File: src/rtl/ptf_pkg.sv
// Shared types and constants of the periodic telemetry framer.
package ptf_pkg;

    localparam logic [7:0] HDR_BYTE0 = 8'hA5;
    localparam logic [7:0] HDR_BYTE1 = 8'h5A;
    localparam logic [7:0] HDR_BYTE2 = 8'h01;
    localparam logic [7:0] HDR_BYTE3 = 8'h83;
    localparam logic [7:0] FRAME_LEN = 8'd24;
    localparam logic [4:0] CRC_LEN   = 5'd22;
    localparam logic [4:0] LAST_IDX  = 5'd23;

    localparam logic [15:0] CRC_INIT  = 16'hFFFF;
    localparam logic [15:0] CRC_POLY  = 16'h1021;
    localparam logic [15:0] ACCEL_BAD = 16'h8000;

    localparam logic [9:0] ACCEL_SCALE = 10'd1000;
    localparam logic [9:0] RPM_SCALE   = 10'd10;

    typedef enum logic [1:0] {
        CFG_PERIOD    = 2'd0,
        CFG_ACCEL_AGE = 2'd1,
        CFG_ACCEL_NEG = 2'd2
    } t_cfg_index;

    typedef struct packed {
        logic [15:0] period_ms;
        logic [15:0] accel_max_age_ms;
        logic        accel_negate;
    } t_cfg;

    typedef struct packed {
        logic        accel_valid;
        logic [7:0]  last_pressed;
        logic [7:0]  prev_button;
        logic [15:0] press_seq;
        logic [15:0] frame_seq;
        logic [31:0] now_ms;
        logic [15:0] accel;
        logic [15:0] left_rpm;
        logic [15:0] right_rpm;
    } t_frame_desc;

endpackage

File: src/rtl/ptf_front.sv
// Front end: tick acceptance, button tracking, frame scheduling and value scaling.
module ptf_front
    import ptf_pkg::*;
#(
    parameter int DEPTH = 4
) (
    input  logic                           i_clk,
    input  logic                           i_rst_n,
    input  t_cfg                           i_cfg,
    input  logic                           i_valid,
    output logic                           o_stall,
    input  logic [31:0]                    i_now_ms,
    input  logic [7:0]                     i_button_active,
    input  logic                           i_accel_present,
    input  logic [31:0]                    i_accel_stamp_ms,
    input  logic signed [31:0]             i_accel_x,
    input  logic signed [31:0]             i_left_rpm,
    input  logic signed [31:0]             i_right_rpm,
    input  logic [$clog2(DEPTH+1)-1:0]     i_queue_count,
    output logic                           o_push,
    output t_frame_desc                    o_push_desc
);

    localparam int CNT_W = $clog2(DEPTH + 1);
    localparam int NLANE = 3;

    // Negation on request, then sign and magnitude of the result.
    function automatic logic [32:0] sign_mag(input logic [31:0] v, input logic negate);
        logic signed [32:0] x;
        logic [32:0]        m;
        x = {v[31], v};
        if (negate) begin
            x = -x;
        end
        m = x[32] ? 33'(-x) : 33'(x);
        return {x[32], m[31:0]};
    endfunction

    // Rounds half away from zero and saturates to int16.
    function automatic logic [15:0] round_sat(input logic [41:0] prod, input logic neg);
        logic [42:0] sum;
        logic [26:0] r;
        sum = {1'b0, prod} + 43'd32768;
        r   = sum[42:16];
        if (neg) begin
            return (r >= 27'd32768) ? 16'h8000 : 16'(16'h0000 - r[15:0]);
        end
        return (r > 27'd32767) ? 16'h7FFF : r[15:0];
    endfunction

    logic        accept;
    logic        r_first_pending;
    logic [31:0] r_last_send;
    logic [15:0] r_frame_seq;
    logic [15:0] r_press_seq;
    logic [7:0]  r_prev_button;
    logic [7:0]  r_last_pressed;

    logic        n_pressed;
    logic [31:0] since_send;
    logic [31:0] period32;
    logic [31:0] lag_after;
    logic        send;
    logic [31:0] accel_age;

    logic               r_s1_valid;
    t_frame_desc        r_s1_desc;
    logic [NLANE-1:0][31:0] r_s1_raw;

    logic               r_s2_valid;
    t_frame_desc        r_s2_desc;
    logic [NLANE-1:0][31:0] r_s2_mag;
    logic [NLANE-1:0]   r_s2_neg;

    logic               r_s3_valid;
    t_frame_desc        r_s3_desc;
    logic [NLANE-1:0][41:0] r_s3_prod;
    logic [NLANE-1:0]   r_s3_neg;

    logic [CNT_W:0]     occupancy;
    logic [NLANE-1:0][9:0] lane_scale;

    assign lane_scale = {RPM_SCALE, RPM_SCALE, ACCEL_SCALE};

    assign occupancy = (CNT_W + 1)'(i_queue_count) + (CNT_W + 1)'(r_s1_valid)
                     + (CNT_W + 1)'(r_s2_valid) + (CNT_W + 1)'(r_s3_valid);
    assign o_stall   = occupancy >= (CNT_W + 1)'(DEPTH);
    assign accept    = i_valid && !o_stall;

    assign n_pressed  = (i_button_active != 8'd0) && (i_button_active != r_prev_button);
    assign period32   = {16'd0, i_cfg.period_ms};
    assign since_send = i_now_ms - r_last_send;
    assign lag_after  = since_send - period32;
    assign send       = r_first_pending || (since_send >= period32);
    assign accel_age  = i_now_ms - i_accel_stamp_ms;

    always_ff @(posedge i_clk) begin
        if (!i_rst_n) begin
            r_first_pending <= 1'b1;
            r_last_send     <= 32'd0;
            r_frame_seq     <= 16'd0;
            r_press_seq     <= 16'd0;
            r_prev_button   <= 8'd0;
            r_last_pressed  <= 8'd0;
            r_s1_valid      <= 1'b0;
            r_s2_valid      <= 1'b0;
            r_s3_valid      <= 1'b0;
        end else begin
            r_s1_valid <= accept && send;
            r_s2_valid <= r_s1_valid;
            r_s3_valid <= r_s2_valid;
            if (accept) begin
                r_prev_button <= i_button_active;
                if (n_pressed) begin
                    r_last_pressed <= i_button_active;
                    r_press_seq    <= r_press_seq + 16'd1;
                end
                if (send) begin
                    r_first_pending <= 1'b0;
                    r_frame_seq     <= r_frame_seq + 16'd1;
                    // The first tick always sends and leaves the schedule at now.
                    if (r_first_pending || (lag_after >= period32)) begin
                        r_last_send <= i_now_ms;
                    end else begin
                        r_last_send <= r_last_send + period32;
                    end
                end
            end
        end
    end

    always_ff @(posedge i_clk) begin
        if (accept) begin
            r_s1_desc.accel_valid  <= i_accel_present &&
                                      (accel_age <= {16'd0, i_cfg.accel_max_age_ms});
            r_s1_desc.last_pressed <= n_pressed ? i_button_active : r_last_pressed;
            r_s1_desc.prev_button  <= i_button_active;
            r_s1_desc.press_seq    <= n_pressed ? r_press_seq + 16'd1 : r_press_seq;
            r_s1_desc.frame_seq    <= r_frame_seq;
            r_s1_desc.now_ms       <= i_now_ms;
            r_s1_desc.accel        <= 16'd0;
            r_s1_desc.left_rpm     <= 16'd0;
            r_s1_desc.right_rpm    <= 16'd0;
            r_s1_raw[0]            <= i_accel_x;
            r_s1_raw[1]            <= i_left_rpm;
            r_s1_raw[2]            <= i_right_rpm;
        end
        r_s2_desc <= r_s1_desc;
        r_s3_desc <= r_s2_desc;
        for (int k = 0; k < NLANE; k++) begin
            {r_s2_neg[k], r_s2_mag[k]} <= sign_mag(r_s1_raw[k],
                                                   (k == 0) && i_cfg.accel_negate);
            r_s3_prod[k] <= 42'(r_s2_mag[k]) * 42'(lane_scale[k]);
            r_s3_neg[k]  <= r_s2_neg[k];
        end
    end

    always_comb begin
        o_push_desc           = r_s3_desc;
        o_push_desc.accel     = r_s3_desc.accel_valid ? round_sat(r_s3_prod[0], r_s3_neg[0])
                                                      : ACCEL_BAD;
        o_push_desc.left_rpm  = round_sat(r_s3_prod[1], r_s3_neg[1]);
        o_push_desc.right_rpm = round_sat(r_s3_prod[2], r_s3_neg[2]);
    end

    assign o_push = r_s3_valid;

endmodule

File: src/rtl/ptf_queue.sv
// Short descriptor queue between the front end and the byte serialiser.
module ptf_queue
    import ptf_pkg::*;
#(
    parameter int DEPTH = 4
) (
    input  logic                       i_clk,
    input  logic                       i_rst_n,
    input  logic                       i_push,
    input  t_frame_desc                i_push_desc,
    input  logic                       i_pop,
    output t_frame_desc                o_head,
    output logic                       o_empty,
    output logic [$clog2(DEPTH+1)-1:0] o_count
);

    localparam int PTR_W = (DEPTH > 1) ? $clog2(DEPTH) : 1;
    localparam int CNT_W = $clog2(DEPTH + 1);

    t_frame_desc      r_mem [DEPTH];
    logic [PTR_W-1:0] r_wr_ptr;
    logic [PTR_W-1:0] r_rd_ptr;
    logic [CNT_W-1:0] r_count;

    function automatic logic [PTR_W-1:0] ptr_inc(input logic [PTR_W-1:0] p);
        return (p == PTR_W'(DEPTH - 1)) ? '0 : PTR_W'(p + 1'b1);
    endfunction

    always_ff @(posedge i_clk) begin
        if (!i_rst_n) begin
            r_wr_ptr <= '0;
            r_rd_ptr <= '0;
            r_count  <= '0;
        end else begin
            if (i_push) begin
                r_wr_ptr <= ptr_inc(r_wr_ptr);
            end
            if (i_pop) begin
                r_rd_ptr <= ptr_inc(r_rd_ptr);
            end
            if (i_push && !i_pop) begin
                r_count <= r_count + 1'b1;
            end else if (i_pop && !i_push) begin
                r_count <= r_count - 1'b1;
            end
        end
    end

    always_ff @(posedge i_clk) begin
        if (i_push) begin
            r_mem[r_wr_ptr] <= i_push_desc;
        end
    end

    assign o_head  = r_mem[r_rd_ptr];
    assign o_empty = (r_count == '0);
    assign o_count = r_count;

    a_no_overflow: assert property (@(posedge i_clk) disable iff (!i_rst_n)
        i_push && !i_pop |-> r_count < CNT_W'(DEPTH))
        else $error("descriptor queue overflow");

    a_no_underflow: assert property (@(posedge i_clk) disable iff (!i_rst_n)
        i_pop |-> r_count != '0)
        else $error("descriptor queue popped while empty");

endmodule

File: src/rtl/ptf_back.sv
// Back end: serialises one frame descriptor into 24 bytes with a running CRC.
module ptf_back
    import ptf_pkg::*;
(
    input  logic        i_clk,
    input  logic        i_rst_n,
    input  t_frame_desc i_head,
    input  logic        i_empty,
    output logic        o_pop,
    output logic        o_valid,
    input  logic        i_stall,
    output logic [7:0]  o_frame_byte,
    output logic [4:0]  o_byte_index,
    output logic        o_last_byte
);

    function automatic logic [15:0] crc_byte(input logic [15:0] crc, input logic [7:0] d);
        logic [15:0] c;
        c = crc ^ {d, 8'h00};
        for (int b = 0; b < 8; b++) begin
            c = c[15] ? ((c << 1) ^ CRC_POLY) : (c << 1);
        end
        return c;
    endfunction

    logic        r_active;
    t_frame_desc r_desc;
    logic [4:0]  r_idx;
    logic [15:0] r_crc;
    logic        r_out_valid;
    logic [7:0]  r_out_byte;
    logic [4:0]  r_out_index;
    logic        r_out_last;
    logic        load;
    logic [7:0]  cur_byte;

    assign load  = r_active && (!r_out_valid || !i_stall);
    assign o_pop = !i_empty && (!r_active || (load && (r_idx == LAST_IDX)));

    always_comb begin
        unique case (r_idx)
            5'd0:    cur_byte = HDR_BYTE0;
            5'd1:    cur_byte = HDR_BYTE1;
            5'd2:    cur_byte = HDR_BYTE2;
            5'd3:    cur_byte = HDR_BYTE3;
            5'd4:    cur_byte = FRAME_LEN;
            5'd5:    cur_byte = {7'd0, r_desc.accel_valid};
            5'd6:    cur_byte = r_desc.last_pressed;
            5'd7:    cur_byte = r_desc.prev_button;
            5'd8:    cur_byte = r_desc.press_seq[7:0];
            5'd9:    cur_byte = r_desc.press_seq[15:8];
            5'd10:   cur_byte = r_desc.frame_seq[7:0];
            5'd11:   cur_byte = r_desc.frame_seq[15:8];
            5'd12:   cur_byte = r_desc.now_ms[7:0];
            5'd13:   cur_byte = r_desc.now_ms[15:8];
            5'd14:   cur_byte = r_desc.now_ms[23:16];
            5'd15:   cur_byte = r_desc.now_ms[31:24];
            5'd16:   cur_byte = r_desc.accel[7:0];
            5'd17:   cur_byte = r_desc.accel[15:8];
            5'd18:   cur_byte = r_desc.left_rpm[7:0];
            5'd19:   cur_byte = r_desc.left_rpm[15:8];
            5'd20:   cur_byte = r_desc.right_rpm[7:0];
            5'd21:   cur_byte = r_desc.right_rpm[15:8];
            5'd22:   cur_byte = r_crc[7:0];
            5'd23:   cur_byte = r_crc[15:8];
            default: cur_byte = 8'h00;
        endcase
    end

    always_ff @(posedge i_clk) begin
        if (!i_rst_n) begin
            r_active    <= 1'b0;
            r_idx       <= 5'd0;
            r_out_valid <= 1'b0;
        end else begin
            if (load) begin
                r_out_valid <= 1'b1;
                r_idx       <= r_idx + 5'd1;
                if (r_idx == LAST_IDX) begin
                    r_active <= 1'b0;
                end
            end else if (!i_stall) begin
                r_out_valid <= 1'b0;
            end
            if (o_pop) begin
                r_active <= 1'b1;
                r_idx    <= 5'd0;
            end
        end
    end

    always_ff @(posedge i_clk) begin
        if (load) begin
            r_out_byte  <= cur_byte;
            r_out_index <= r_idx;
            r_out_last  <= (r_idx == LAST_IDX);
            if (r_idx < CRC_LEN) begin
                r_crc <= crc_byte(r_crc, cur_byte);
            end
        end
        if (o_pop) begin
            r_desc <= i_head;
            r_crc  <= CRC_INIT;
        end
    end

    assign o_valid      = r_out_valid;
    assign o_frame_byte = r_out_byte;
    assign o_byte_index = r_out_index;
    assign o_last_byte  = r_out_last;

    a_last_at_end: assert property (@(posedge i_clk) disable iff (!i_rst_n)
        o_valid && o_last_byte |-> o_byte_index == LAST_IDX)
        else $error("last byte flagged away from the CRC high byte");

    a_frame_gapless: assert property (@(posedge i_clk) disable iff (!i_rst_n)
        o_valid && !i_stall && !o_last_byte |=>
            o_valid && (o_byte_index == 5'($past(o_byte_index) + 5'd1)))
        else $error("frame bytes not contiguous");

    a_header_start: assert property (@(posedge i_clk) disable iff (!i_rst_n)
        o_valid && (o_byte_index == 5'd0) |-> o_frame_byte == HDR_BYTE0)
        else $error("frame does not open with the header");

endmodule

File: src/rtl/periodic_telemetry_framer_core.sv
// Top level of the periodic telemetry framer: configuration registers and block wiring.
//
// One input transaction is one millisecond tick. The block tracks button presses on every
// tick and, when the period scheduler fires, emits a 24-byte telemetry frame as 24 output
// transactions, one byte each, indices 0 to 23, with the last byte flagged; the final two
// bytes are the little-endian CRC16-CCITT-FALSE of bytes 0 to 21. Ticks are taken one per
// cycle while the descriptor queue has room; the front end passes a frame through its
// capture, sign and magnitude, and multiply stages before pushing it into the queue. The
// serialiser moves one byte per cycle while the output is not stalled and takes up the
// next frame only after the last byte of the current one, and up to QUEUE_DEPTH frames
// (including those in the front pipeline) may wait.
// Configuration is written through a simple write port and must only change while the
// block is idle.
module periodic_telemetry_framer_core
    import ptf_pkg::*;
#(
    parameter int QUEUE_DEPTH = 4
) (
    input  logic               i_clk,
    input  logic               i_rst_n,
    input  logic               i_cfg_we,
    input  logic [1:0]         i_cfg_index,
    input  logic [15:0]        i_cfg_data,
    input  logic               i_valid,
    output logic               o_stall,
    input  logic [31:0]        i_now_ms,
    input  logic [7:0]         i_button_active,
    input  logic               i_accel_present,
    input  logic [31:0]        i_accel_stamp_ms,
    input  logic signed [31:0] i_accel_x,
    input  logic signed [31:0] i_left_rpm,
    input  logic signed [31:0] i_right_rpm,
    output logic               o_valid,
    input  logic               i_stall,
    output logic [7:0]         o_frame_byte,
    output logic [4:0]         o_byte_index,
    output logic               o_last_byte
);

    localparam int CNT_W = $clog2(QUEUE_DEPTH + 1);

    // Configuration registers; an index beyond the list is simply ignored.
    t_cfg r_cfg;

    always_ff @(posedge i_clk) begin
        if (!i_rst_n) begin
            r_cfg.period_ms        <= 16'd10;
            r_cfg.accel_max_age_ms <= 16'd100;
            r_cfg.accel_negate     <= 1'b0;
        end else if (i_cfg_we) begin
            case (i_cfg_index)
                CFG_PERIOD:    r_cfg.period_ms        <= i_cfg_data;
                CFG_ACCEL_AGE: r_cfg.accel_max_age_ms <= i_cfg_data;
                CFG_ACCEL_NEG: r_cfg.accel_negate     <= i_cfg_data[0];
                default:       ;
            endcase
        end
    end

    // Descriptors of frames to send travel from the front end through the queue to the
    // serialiser, so a stalled output never holds up tick acceptance until the queue fills.
    logic             push;
    t_frame_desc      push_desc;
    logic             pop;
    t_frame_desc      head;
    logic             empty;
    logic [CNT_W-1:0] queue_count;

    ptf_front #(
        .DEPTH(QUEUE_DEPTH)
    ) u_front (
        .i_clk           (i_clk),
        .i_rst_n         (i_rst_n),
        .i_cfg           (r_cfg),
        .i_valid         (i_valid),
        .o_stall         (o_stall),
        .i_now_ms        (i_now_ms),
        .i_button_active (i_button_active),
        .i_accel_present (i_accel_present),
        .i_accel_stamp_ms(i_accel_stamp_ms),
        .i_accel_x       (i_accel_x),
        .i_left_rpm      (i_left_rpm),
        .i_right_rpm     (i_right_rpm),
        .i_queue_count   (queue_count),
        .o_push          (push),
        .o_push_desc     (push_desc)
    );

    ptf_queue #(
        .DEPTH(QUEUE_DEPTH)
    ) u_queue (
        .i_clk      (i_clk),
        .i_rst_n    (i_rst_n),
        .i_push     (push),
        .i_push_desc(push_desc),
        .i_pop      (pop),
        .o_head     (head),
        .o_empty    (empty),
        .o_count    (queue_count)
    );

    ptf_back u_back (
        .i_clk       (i_clk),
        .i_rst_n     (i_rst_n),
        .i_head      (head),
        .i_empty     (empty),
        .o_pop       (pop),
        .o_valid     (o_valid),
        .i_stall     (i_stall),
        .o_frame_byte(o_frame_byte),
        .o_byte_index(o_byte_index),
        .o_last_byte (o_last_byte)
    );

endmodule
File: config.mk
export PLATFORM = sky130hd
export DESIGN_NAME = periodic_telemetry_framer_core
export DESIGN_NICKNAME = d
export VERILOG_FILES = /design/src/rtl/ptf_pkg.sv /design/src/rtl/ptf_front.sv /design/src/rtl/ptf_queue.sv /design/src/rtl/ptf_back.sv /design/src/rtl/periodic_telemetry_framer_core.sv
export SDC_FILE = /design/constraint.sdc
export NUM_CORES = 2
export LEC_CHECK = 0
export ABC_AREA = 1
export BUFFER_PORTS_ARGS = -buffer_cell sky130_fd_sc_hd__buf_4
export CORE_MARGIN = 2
export CORE_UTILIZATION = 60
export DETAILED_ROUTE_END_ITERATION = 10
export PLACE_DENSITY = 0.77
export SLEW_MARGIN = 40
export SYNTH_ARGS = -nofsm -noshare
export SYNTH_HDL_FRONTEND = slang
export SYNTH_HIERARCHICAL = 1
export SYNTH_SLANG_ARGS = --single-unit
File: constraint.sdc
create_clock -name i_clk -period 11.6 [get_ports i_clk]
set_clock_uncertainty 0.1 [all_clocks]
set_input_delay 2.32 -clock i_clk [delete_from_list [all_inputs] [get_ports i_clk]]
set_output_delay 2.32 -clock i_clk [all_outputs]
set_load 0.01 [all_outputs]
== Word-level counts from Yosys, hierarchy flattened ==
Memory sizes are Yosys's and may differ from the RTL's. A register that Yosys moved wholly into a read port is not among the register bits.
Cells that the tools add are included.

* $add $sub $neg: 24
* Multiply operators: 3
* $lt $le $gt $ge: 11
* Equal/unequal tests: 29
* Mux-type cells: 43
* Bitwise logic cells: 10
* Reductions and logical operators: 34

{| class="wikitable"
|+ Operator list
! cell !! count
|-
| 16-bit 2-to-1 mux || 14
|-
| 8-bit one-hot mux with 24 select lines || 1
|-
| 42-bit by 16-bit adder with 43-bit output (second input constant) || 3
|-
| 13-bit 2-to-1 mux || 8
|-
| 32-bit negation || 3
|-
| 27-bit by 16-bit greater-or-equal comparator with 1-bit output (second input constant) || 3
|-
| 27-bit by 15-bit greater-than comparator with 1-bit output (second input constant) || 3
|-
| 32-bit by 3-bit multiplier with 35-bit output (second input constant) || 2
|-
| 32-bit by 16-bit greater-or-equal comparator with 1-bit output || 2
|-
| 32-bit 2-to-1 mux || 2
|-
| 32-bit subtractor || 2
|-
| 31-bit 2-to-1 mux || 2
|-
| 1-bit by 16-bit subtractor with 16-bit output (first input constant) || 3
|-
| 5-bit by 4-bit == test with 1-bit output (second input constant) || 8
|-
| 5-bit == test (second input constant) || 8
|-
| 32-bit by 7-bit multiplier with 39-bit output (second input constant) || 1
|-
| 33-bit 2-to-1 mux || 1
|-
| 32-bit negation with 33-bit output || 1
|-
| 16-bit by 1-bit adder with 16-bit output (second input constant) || 2
|-
| 32-bit by 16-bit adder with 32-bit output || 1
|-
| 32-bit by 16-bit less-or-equal comparator with 1-bit output || 1
|-
| 32-bit by 16-bit subtractor with 32-bit output || 1
|-
| 3-bit NOT || 8
|-
| 5-bit by 3-bit == test with 1-bit output (second input constant) || 4
|-
| other kinds (30) || 70
|}

* Register bits after elaboration: 723
* Memory bits (writable): 516
* Input port bits: 192
* Logic and storage cells: 208
* Memories kept: 1

{| class="wikitable"
|+ Memory list
! name !! depth !! width !! rd ports !! clocked after memory_dff !! write ports !! RTL line !! RTL
|-
| u_queue.r_mem || 4 || 129 || 1 || 1 || 1 || ptf_queue.sv:20 || <nowiki>t_frame_desc r_mem [DEPTH];</nowiki>
|}

== Logic depth before layout (Yosys ltp) ==
* Depth after elaboration: 19
* Depth in mapped cells: 34
* Mapped depth without buffers: 33

== Hierarchy ==
Netlist, hierarchy kept.

{| class="wikitable"
|+ By module, submodules not included
! module !! times used !! cells each !! area each (sq um) !! sequential area each (sq um)
|-
| ptf_front || 1 || 4640 || 37837.5 || 13663.1
|-
| ptf_queue || 1 || 1305 || 19560.0 || 15675.0
|-
| ptf_back || 1 || 772 || 7303.3 || 4754.6
|-
| periodic_telemetry_framer_core || 1 || 210 || 1400.1 || 660.6
|}

== Worst setup path before layout ==
No wires, ideal clock.

* Kind: input-to-reg
* Start point: input port i_stall
* End point: register u_queue.r_count[1] (netlist: u_queue/o_count[1])
* Setup time: 116 ps
* Arrival time: 10112 ps
* Data required time: 11384 ps
* Setup slack: 1272 ps
* Stages: 11
* Buffers on the path: 0
* Path through: nand2_1 nand2_1 o21ai_0 inv_1 nor2_1 inv_1 ha_1 inv_1 fa_1 o21ai_0 nor2_1

* Cells in the longest elaborated chain, start to end: 9
* Elaborated cells on any way between the ends: 11
* Those cells by class: mux (1); reduce/logical (10)

{| class="wikitable"
|+ RTL lines
! item !! RTL line !! RTL
|-
| start, declared || periodic_telemetry_framer_core.sv:34 || <nowiki>input logic i_stall,</nowiki>
|-
| 1-bit logical NOT * || ptf_back.sv:37 || <nowiki>assign load = r_active && (!r_out_valid || !i_stall);</nowiki>
|-
| 1-bit logical OR * || ptf_back.sv:37 ||
|-
| 1-bit logical AND * || ptf_back.sv:37 ||
|-
| 1-bit logical AND * || ptf_back.sv:38 || <nowiki>assign o_pop = !i_empty && (!r_active || (load && (r_idx == LAST_IDX)));</nowiki>
|-
| 1-bit logical OR * || ptf_back.sv:38 ||
|-
| 1-bit logical AND * || ptf_back.sv:38 ||
|-
| net pop || periodic_telemetry_framer_core.sv:64 || <nowiki>logic pop;</nowiki>
|-
| 1-bit logical NOT || ptf_queue.sv:41 || <nowiki>if (i_push && !i_pop) begin</nowiki>
|-
| 1-bit logical AND || ptf_queue.sv:41 ||
|-
| 3-bit 2-to-1 mux / 2-bit nonzero test (equally long branches) || - ||
|-
| end signal, assigned || ptf_queue.sv:42 || <nowiki>r_count <= r_count + 1'b1;</nowiki>
|-
| end signal, assigned || ptf_queue.sv:44 || <nowiki>r_count <= r_count - 1'b1;</nowiki>
|-
| end, declared || ptf_queue.sv:23 || <nowiki>logic [CNT_W-1:0] r_count;</nowiki>
|}

Mark *: on every way through the listed nets, which the timed path passes. The rest lies on a longest branch.
A chain may end at the register's enable or synchronous reset.

== Final worst setup path ==
* Start point: input port i_now_ms[0]
* End point: register u_front.r_last_send[18]

* Cells in the longest elaborated chain, start to end: 5
* Elaborated cells on any way between the ends: 8
* Those cells by class: add/sub (2); order compare (2); mux (1); reduce/logical (3)

{| class="wikitable"
|+ RTL lines
! item !! RTL line !! RTL
|-
| start, declared || periodic_telemetry_framer_core.sv:26 || <nowiki>input logic [31:0] i_now_ms,</nowiki>
|-
| 32-bit subtractor * || ptf_front.sv:92 || <nowiki>assign since_send = i_now_ms - r_last_send;</nowiki>
|-
| 32-bit by 16-bit subtractor with 32-bit output || ptf_front.sv:93 || <nowiki>assign lag_after = since_send - period32;</nowiki>
|-
| 32-bit by 16-bit greater-or-equal comparator with 1-bit output || ptf_front.sv:122 || <nowiki>if (r_first_pending || (lag_after >= period32)) begin</nowiki>
|-
| 1-bit logical OR || ptf_front.sv:122 ||
|-
| 32-bit 2-to-1 mux || ptf_front.sv:122 ||
|-
| end signal, assigned || ptf_front.sv:123 || <nowiki>r_last_send <= i_now_ms;</nowiki>
|-
| end signal, assigned || ptf_front.sv:125 || <nowiki>r_last_send <= r_last_send + period32;</nowiki>
|-
| end, declared || ptf_front.sv:53 || <nowiki>logic [31:0] r_last_send;</nowiki>
|}

Mark *: on every way between the ends. The rest lies on a longest branch, timed or not.

==> flow_summary.ini <==
[finish]
drive_gt1_share_pct = 7.675
area_growth_pct = 11.02
nFillCells = 8348
nets = 7799

[setup_path]
critPathBufInv = 3
cp.required_ns = 12.14
critPathLaunchType = input pin
cp_slowest_stage_delay_ns = 0.45
worstPathMaxFanout = 33
path_class = input pin to flop
cpMostUsedCell = nand2_1
regToRegSetupSlack_ns = 5.87
cp-end-kind = flop
crit_slowest_cell = nand3_4
critPathTopFamily = simple AND/OR/NAND/NOR gates
critPathArrivalTime_ns = 7.65

[global_routing]
grt_max_degree = 96
grt_use_total_pct = 28.76
antenna_found_initial = 3
grt_pass1_wl_mm = 254.1
grt-ovfl-total = 0
grt_pass1_vias = 47259

[clock_tree]
h-tree-depth = 4
cts_tree = built
cts_max_path_buffers = 3
cts_hold_buf = 0
clk_pin_slew_ns = 0.06
clock_sinks = 1318
clkLatencyLatePin_ns = 0.74
postCtsSetupBuffers = 0
cts_buffers = 133
cts_resized = 0
cts_root_buf = clkbuf_16

[synthesis]
synthDistinctLibCells = 57
syn_inst = 6927
seq_area_frac_synth_pct = 52.58
syn_nets = 7593
async_flop_share_pct = 0
ys_warn_count = 6
synth_top_cell_by_area = edfxtp_1
yosys.area.top_type_share_pct = 37.98
synth_ff_type = edfxtp_1
synth-edff-count = 836
avgSynthCellArea_um2 = 9.542
synth-seq-cells = 1318
netlist_area_mm2 = 0.06610
synthTopCellsByArea = edfxtp_1 (38%), dfxtp_1 (15%), nand2_1 (7.6%), ha_1 (6.6%), inv_1 (4.4%)

[detailed_routing]
drt_wl_total_mm = 163.0
drt_pass1_iterations = 6
vias = 49179
drt_iter0_drc = 4927
ant_nets = 0
wire_per_inst_um = 18.83
remaining_drc_errors = 0
vias_per_cell = 5.680

[timing]
timing.final.ws_setup_ns = 4.486
tns_ns = 0
finalCritPeriodShare_pct = 61.33
finalSetupViolCount = 0
max_freq_mhz = 140.6
hold_viol = 0
rsz0062_at_grt = no
worst_slew_pin_slew_ns = 0.8657
timing.final.crit_period_ns = 7.114
slew_viol_final = 0
relSlewSlack_pct = 42.29

[min_path]
hp-class = flop to flop

[job]
maxCapViolations = 0

[placed_design]
place.gp.congestion = 0.9875
post-place-ws_ns = 3.865
hpwlAfterDp_mm = 117.5
numPortBuffers = 207

[outcome]
status = complete, no violations

[floorplan]
start_util_pct = 60.64
dieArea_mm2 = 0.1128
rows = 121
core_mm2 = 0.1090
die_w_um = 335.9
ios = 208
die_h_um = 335.9
flip-flops by register name (all words and copies together) (netlist names), 8 cells and up, named ones only:
| name | count |
|---|---|
| u_back/o_frame_byte | 8 |
| u_front/r_last_send | 32 |
| u_front/r_press_seq | 16 |
| u_queue/r_mem | 516 |
| u_front/r_frame_seq | 16 |
| u_front/r_s3_prod | 69 |
| u_front/r_s2_desc | 81 |
| u_front/r_s2_mag | 96 |
| r_cfg | 33 |
| u_front/r_s1_raw | 96 |
| u_back/r_crc | 16 |
| u_front/r_prev_button | 8 |
| u_front/r_s1_desc | 81 |
| u_front/r_last_pressed | 8 |
| u_front/o_push_desc | 81 |
| u_back/r_desc | 129 |
Yosys cell counts, drive strengths merged (82+ instances only):
master,number
nor2,795
nor3,93
nand3,314
a21oi,330
buf,82
nand4,98
inv,790
ha,351
xor2,257
xnor2,92
fa,123
nand2,1357
edfxtp,836
dfxtp,482
o21ai,464
o22ai,134
logic make-up (layout without fill, tap and decap cells):
family | after synthesis | after routing | synth area share, %
xor+xnor | 349 | 349 | 4.624
compound gates | 1082 | 1082 | 9.031
other cells | 0 | 1 | 0
flops | 1318 | 1318 | 52.58
fa+ha+maj | 474 | 474 | 10.37
buf+inv | 955 | 1272 | 5.885
simple gates | 2749 | 2749 | 17.51
through the flow:
step,cell area (um^2),instances,util [%],hold WS [ns]
2_1_floorplan,66100,6927,-,0.2096
3_5_place_dp,68820,8411,63.13,0.2121
4_1_cts,73340,8657,67.29,0.2023
3_3_place_gp,68740,8409,63.07,0.2098
5_1_grt,73390,8659,67.32,0.2079
6_report,73390,8659,67.32,0.2047
placed cells by master (no fill, tap or decap), types with 98 or more instances in the layout:
| cell | count |
|---|---|
| inv_1 | 775 |
| dfxtp_1 | 479 |
| o21ai_0 | 362 |
| a21oi_1 | 327 |
| fa_1 | 123 |
| clkbuf_16 | 137 |
| o21ai_1 | 102 |
| xor2_1 | 257 |
| edfxtp_1 | 836 |
| ha_1 | 351 |
| nand4_1 | 98 |
| buf_4 | 224 |
| o22ai_1 | 134 |
| nand2_1 | 1335 |
| nand3_1 | 307 |
| nor2_1 | 757 |
final timing paths:
check,from,end,cells after the start
worst max register to register,u_front/r_last_send[0],u_front/r_last_send[18],30
worst min-delay path,u_front/r_s1_desc[90],u_front/r_s2_desc[90],0
worst min register to register,u_front/r_s1_desc[90],u_front/r_s2_desc[90],0
worst max-delay path,i_now_ms[0],u_front/r_last_send[18],32
metal layers:
layer / vias to the layer above / share of wire [%] / global-route usage (%)
met5: - / 0.010 / 0
met4: 2 / 2.9 / 9.312
met3: 299 / 8.3 / 5.761
met2: 1938 / 46 / 46.15
met1: 23161 / 43 / 39.44
li1: 23779 / - / -
area by class of cell:
class,instances,area [um^2],share of cell area (%)
Multi-Input combinational cell,4654,27500,37.47
Clock buffer,189,3804,5.183
Antenna cell,1,2.502,0.003410
Tap cell,1414,1769,2.411
Clock inverter,57,720.7,0.9820
Timing Repair Buffer,233,1809,2.465
Inverter,793,3020,4.116
Sequential cell,1318,34760,47.37
Power is left out: the tool's default activity adds up to more than one toggle a clock period on the data nets, which glitch-free logic cannot reach.
